**src/hdl/ccte_pkg.sv**
```systemverilog
package ccte_pkg;

    // field widths of the request and response beats
    localparam int FRAME_W  = 24;
    localparam int CAM_W    = 16;
    localparam int BLEN_W   = 16;
    localparam int CURVE_W  = 2;
    localparam int IDX_W    = 6;
    localparam int COUNT_W  = 7;
    localparam int HEAD_W   = 32;
    localparam int MODE_W   = 2;
    localparam int WEIGHT_W = 17;

    // divider: numerator is (t - F) << 8, quotient is the raw 16-bit weight
    localparam int NUM_W = 32;
    localparam int QUO_W = 16;

    localparam int DEF_MAX_CUTS = 64;

    // opcodes
    localparam logic OP_WRITE = 1'b0;
    localparam logic OP_QUERY = 1'b1;

    // blend curves
    localparam logic [CURVE_W-1:0] CURVE_EASE_OUT = 2'd2;

    // result modes
    localparam logic [MODE_W-1:0] MODE_NONE   = 2'd0;
    localparam logic [MODE_W-1:0] MODE_BEFORE = 2'd1;
    localparam logic [MODE_W-1:0] MODE_BLEND  = 2'd2;
    localparam logic [MODE_W-1:0] MODE_HARD   = 2'd3;

    localparam logic [WEIGHT_W-1:0] WEIGHT_ONE = 17'h10000;

    // one table entry as stored in the cut memory
    typedef struct packed {
        logic [FRAME_W-1:0] frame;
        logic [CAM_W-1:0]   from_cam;
        logic [CAM_W-1:0]   to_cam;
        logic [BLEN_W-1:0]  blen;
        logic [CURVE_W-1:0] curve;
    } t_cut;

endpackage

```
**src/hdl/ccte_div.sv**
```systemverilog
module ccte_div (
    input  logic                          i_clk,
    input  logic                          i_rst_n,
    input  logic                          i_start,
    input  logic [ccte_pkg::NUM_W-1:0]    i_num,
    input  logic [ccte_pkg::BLEN_W-1:0]   i_den,
    output logic                          o_done,
    output logic [ccte_pkg::QUO_W-1:0]    o_quo
);
    import ccte_pkg::*;

    localparam int CNT_W = $clog2(QUO_W);

    // numerator < den * 2^16, so the upper half starts as remainder
    logic                 r_busy;
    logic                 r_done;
    logic [CNT_W-1:0]     r_cnt;
    logic [BLEN_W-1:0]    r_rem;
    logic [QUO_W-1:0]     r_low;
    logic [QUO_W-1:0]     r_quo;
    logic [BLEN_W-1:0]    r_den;
    logic [BLEN_W:0]      w_trial;
    logic [BLEN_W:0]      w_diff;
    logic                 w_ge;

    // one restoring step per cycle
    assign w_trial = {r_rem, r_low[QUO_W-1]};
    assign w_diff  = w_trial - {1'b0, r_den};
    assign w_ge    = (w_trial >= {1'b0, r_den});

    always_ff @(posedge i_clk) begin
        if (!i_rst_n) begin
            r_busy <= 1'b0;
            r_done <= 1'b0;
        end else begin
            r_done <= r_busy && (r_cnt == '0);
            if (i_start) begin
                r_busy <= 1'b1;
            end else if (r_busy && (r_cnt == '0)) begin
                r_busy <= 1'b0;
            end
        end
    end

    always_ff @(posedge i_clk) begin
        if (i_start) begin
            r_rem <= i_num[NUM_W-1:QUO_W];
            r_low <= i_num[QUO_W-1:0];
            r_den <= i_den;
            r_cnt <= CNT_W'(QUO_W - 1);
        end else if (r_busy) begin
            r_rem <= w_ge ? w_diff[BLEN_W-1:0] : w_trial[BLEN_W-1:0];
            r_low <= {r_low[QUO_W-2:0], 1'b0};
            r_quo <= {r_quo[QUO_W-2:0], w_ge};
            r_cnt <= r_cnt - 1'b1;
        end
    end

    assign o_done = r_done;
    assign o_quo  = r_quo;

endmodule

```
**config.mk**
```make
export PLATFORM = sky130hd
export DESIGN_NAME = ccte_div
export DESIGN_NICKNAME = d
export VERILOG_FILES = /design/src/hdl/ccte_pkg.sv /design/src/hdl/ccte_div.sv
export SDC_FILE = /design/constraint.sdc
export NUM_CORES = 1
export LEC_CHECK = 0
export BUFFER_PORTS_ARGS = -buffer_cell sky130_fd_sc_hd__buf_2
export CAP_MARGIN = 20
export CORE_MARGIN = 2
export CORE_UTILIZATION = 56
export DETAILED_ROUTE_END_ITERATION = 7
export GPL_TIMING_DRIVEN = 0
export PLACE_DENSITY_LB_ADDON = 0.08
export SETUP_SLACK_MARGIN = 0.15
export SLEW_MARGIN = 15
export SYNTH_ARGS = -nofsm -noshare
export SYNTH_HDL_FRONTEND = slang
export SYNTH_SLANG_ARGS = --single-unit
```
**constraint.sdc**
```tcl
create_clock -name i_clk -period 3.3 [get_ports i_clk]
set_input_delay 0.99 -clock i_clk [delete_from_list [all_inputs] [get_ports i_clk]]
set_output_delay 0.99 -clock i_clk [all_outputs]
set_load 0.01 [all_outputs]
```
; Word-level counts from Yosys, hierarchy flattened
; Cells that the tools add are included.
[classes]
reduce_logical = 5
n_addsub = 2
mux = 7
n_bitwise = 1
magnitude_cmp = 1
[ops]
columns = op, count
row1 = 2-to-1 mux 16 bit, 5
row2 = >= comparator 17 x 16 -> 1 bit, 1
row3 = subtractor 16 bit, 1
row4 = zero test 4 bit, 1
row5 = nonzero test 2 bit, 2
row6 = "subtractor 4 x 1 -> 4 bit, second input constant", 1
row7 = 2-to-1 mux 1 bit, 2
row8 = AND reduction 2 bit, 1
row9 = logical AND 1 bit, 1
row10 = NOT 1 bit, 1
[totals]
elab_cells = 23
output_inout_bits = 17
inputBits = 51
reg_bits = 70

; Longest topological paths before layout
[depth]
depth_word = 4
depth_mapped = 11
mapped_depth_nobuf = 11

; Worst setup path before layout
; OpenSTA, ideal clock, no wires.
[synth_timing]
kind = reg-to-reg
startpoint = register r_low[15]
endpoint = register r_rem[12], data pin
setup_time_ns = 0.274
arrival_ns = 2.241
period_less_slack_ns = 2.515
path_stages_with_launch = 12
path_slack_ns = 0.785
path_buffers = 0
required_time_ns = 3.026
path_cell_list = edfxtp_1 -> inv_1 -> ha_1 -> inv_1 -> fa_1 -> a21o_1 -> a311o_1 -> and2_1 -> o311ai_1 -> xnor2_1 -> nand3_1 -> o311ai_1
[synth_between]
elab_chain_len = 4
word_cells_on_any_way = 5
classes_between = add/sub (1) / order compare (1) / mux (3)
[synth_lines]
columns = element, line_no
row1 = "start, declared", ccte_div.sv:19  ; logic [QUO_W-1:0] r_low;
row2 = "start signal, assigned", ccte_div.sv:48  ; r_low <= i_num[QUO_W-1:0];
row3 = "start signal, assigned", ccte_div.sv:53  ; r_low <= {r_low[QUO_W-2:0], 1'b0};
row4 = subtractor 16 bit or >= comparator 17 x 16 -> 1 bit (tied branches), "ccte_div.sv:28, ccte_div.sv:29"
row5 = 2-to-1 mux 16 bit *, ccte_div.sv:52  ; r_rem <= w_ge ? w_diff[BLEN_W-1:0] : w_trial[BLEN_W-1:0];
row6 = 2-to-1 mux 16 bit *, ccte_div.sv:51  ; end else if (r_busy) begin
row7 = 2-to-1 mux 16 bit *, ccte_div.sv:46  ; if (i_start) begin
row8 = "end signal, assigned", ccte_div.sv:47  ; r_rem <= i_num[NUM_W-1:QUO_W];
row9 = "end signal, assigned", ccte_div.sv:52
row10 = "end, declared", ccte_div.sv:18  ; logic [BLEN_W-1:0] r_rem;
; Every way passes the cells marked *; elsewhere a longest branch is shown, timed or not. The select of a mux whose other input is x is not followed.
; A chain may end at the register's enable or synchronous reset.

; Worst setup path after layout
; Ends and elaborated chain as after synthesis.

==> flow_summary.yaml <==
synthesis:
  postSynthNetCount: 367
  synth.distinct_cells: 51
  yosysWarnings: 0
  synthArstFlopShare: 0
  synth_ff_type: "edfxtp_1"
  synth_edf_count: 64
  synth_seq_cells: 70
  synthesis.area_um2: 3630
  synthCells: 297
  syn_avg_cell_area_um2: 12.2
  seq_area_frac_synth: 0.562
route:
  routedWlPerCell_um: 15.9
  dr.pass1.iters: 4
  wl_um: 7270
  vias_per_cell: 5.48
  drc: 0
  dr_total_vias: 2508
  drt_iter0_markers: 147
  antenna_left: 0
sta:
  tns_ps: 0
  rsz0062_at_grt: "false"
  hold_viol_final: 0
  fmax_ghz: 0.351
  worst_pin_slew_ps: 796
  fin_crit_ps: 2850
  skew_ps: 11.3
  setup_viol: 0
  holdWs_ps: 449
  setup_slack_ps: 455
  slew_violations: 0
  relSlewSlack: 0.469
  fin_crit_sh: 0.862
global_route:
  track_usage: 0.217
  grt_pass1_wl_um: 12000
  grt-ovfl-total: 0
  first_global_vias: 2497
  antenna_found_initial: 0
  grt_max_degree: 33
placement:
  post-place-ws_ps: 227
  globalplace.congestion: 0.914
  hpwl_um: 5110
  dpl_cell_area_um2: 4070
  dp_cells: 442
  numPortBuffers: 67
pwr:
  power.total_mw: 2.76
  p_leak_nw: 1.80
  comb_power_share: 0.329
  netSwitchingFraction: 0.322
  power_frac_seq: 0.416
  p_int_mw: 1.87
  p_clk_frac: 0.255
  switchingPower_mw: 0.889
  power_density_nw_per_um2: 646
  ir_worst_vdd_mv: 0.417
clock_network:
  path_clk_slew_ps: 80
  clock_sinks: 70
  cts-root-buf: "clkbuf_8"
  clock_path_buffers: 2
  cts_tree: "done"
  postCtsHoldBufs: 0
  clock_latency_ps: 340
  cts_setup_buffers: 0
  cts_buffers: 9
  htreeDepth: 3
  post_cts_resized: 0
worst_setup_path:
  path_delay_family: "compound AO/OA/AOI/OAI gates"
  crit_path_max_fanout: 3
  path_cells: "inv_1 > ha_1 > inv_1 > fa_1 > a21o_1 > a311o_1 > and2_1 > o311ai_1 > xnor2_1 > nand3_1 > o311ai_1"
  arrival_ps: 2910
  startpoint_type: "flip-flop"
  path_class: "reg -> reg"
  cp.required_ps: 3360
  worst_setup_path_end_kind: "flip-flop"
  cp_num_buf_inv: 2
  slowest_stage: "fa_1"
  slowest_delay_ps: 410
floorplanning:
  dieWidth_um: 84.5
  start_util: 0.575
  rows: 29
  io_pins: 68
  core_region_area_um2: 6310
  dieArea_um2: 7150
  die_h_um: 84.5
layout:
  fin_cells: 458
  final_cell_area_um2: 4270
  nets: 446
  final_layout_size_suffix_gt1_frac: 0.302
  n_fill_cell: 514
  areaGrowthSynthToFinish_pct: 17.6
  num_antenna_cells: 0
  final_core_util: 0.676
min_path:
  hp-class: "reg -> reg"
status:
  status: "finished clean"
flow_run:
  maxCapViolations: 0
[worst paths after layout]
path | start | to | slack (ps) | cells past startpoint
min | o_quo[4] | o_quo[5] | 450 | 0
min reg2reg | o_quo[4] | o_quo[5] | 450 | 0
max reg2reg | r_low[15] | r_rem[12] | 450 | 11
max | r_low[15] | r_rem[12] | 450 | 11
[registers in the layout, indices dropped and copies added, names as in the netlist]
register	cells
r_den	16
r_cnt	4
o_quo	16
r_busy	1
o_done	1
r_low	16
r_rem	16
[Yosys cell counts (4+ instances only)]
master / number / area share
nand2_1: 23 / 0.024
dfxtp_1: 6 / 0.033
nand4_1: 4 / 0.0069
nor2_1: 18 / 0.019
xnor2_1: 12 / 0.029
mux2_2: 15 / 0.047
ha_1: 18 / 0.062
a21o_1: 6 / 0.012
inv_1: 25 / 0.026
nand3_1: 6 / 0.0083
mux2i_1: 10 / 0.028
o21ai_0: 10 / 0.014
edfxtp_1: 64 / 0.53
clkbuf_1: 6 / 0.0062
a21oi_1: 19 / 0.026
[power by group through the flow]
stage / Clock (mW) / Combinational [mW] / Sequential [mW]
finish: 0.702 / 0.908 / 1.15
global route: 0.750 / 1.01 / 1.16
CTS: 0.715 / 0.907 / 1.15
detailed placement: 0 / 0.897 / 1.17
global placement: 0 / 0.884 / 1.16
floorplan: 0 / 0.708 / 1.16
[logic make-up (layout without fill, tap and decap cells)]
| group | Yosys count | after routing | synth area share |
|---|---|---|---|
| multiplexers | 25 | 25 | 0.0741 |
| flip-flops | 70 | 70 | 0.562 |
| adder cells (fa/ha/maj) | 19 | 19 | 0.0675 |
| AND/OR/NAND/NOR | 70 | 70 | 0.0934 |
| XOR/XNOR | 15 | 15 | 0.0362 |
| AO/OA/AOI/OAI | 61 | 61 | 0.123 |
| buffers and inverters | 37 | 121 | 0.0437 |
[layout by cell type (no fill, tap or decap), drive strengths merged, types with 2 or more instances in the layout]
| master | instances |
|---|---|
| buf | 74 |
| edfxtp | 64 |
| inv | 27 |
| nand2 | 24 |
| a21oi | 19 |
| nor2 | 18 |
| ha | 18 |
| clkbuf | 16 |
| mux2 | 15 |
| o21ai | 13 |
| xnor2 | 12 |
| mux2i | 10 |
| a21o | 6 |
| nand3 | 6 |
| dfxtp | 6 |
| o311ai | 5 |
| nand4 | 4 |
| a211oi | 4 |
| or2 | 3 |
| xor2 | 3 |
| nor2b | 3 |
| or3 | 2 |
| nand2b | 2 |
| and2 | 2 |
| a31o | 2 |
| o211ai | 2 |
| clkinvlp | 2 |
[worst register-to-register path, delay by kind of cell (launching register included)]
kind,cells,cell delay [ps]
compound gates,4,1110
fa+ha+maj,2,570
flops,1,380
simple gates,2,250
buf+inv,2,130
xor+xnor,1,120
[metal layers]
layer | vias to the layer above | wire length, µm | track usage
met5 | - | 0 | 0
met4 | 0 | 58 | 0.0534
met3 | 5 | 370 | 0.0698
met2 | 73 | 3480 | 0.346
li1 | 1254 | - | -
met1 | 1176 | 3360 | 0.290
[cell type report]
type                       count  area (µm²)  area share
buffer                        12        65.1      0.0152
clock inverter                 6        71.3      0.0167
clock buffer                  10         128      0.0299
timing repair buffer          68         343      0.0803
tap                           77        96.3      0.0226
multi-input combinational    190        1430       0.335
inverter                      25        93.8      0.0220
sequential                    70        2040       0.478
Power figures use the tool's default switching activity.
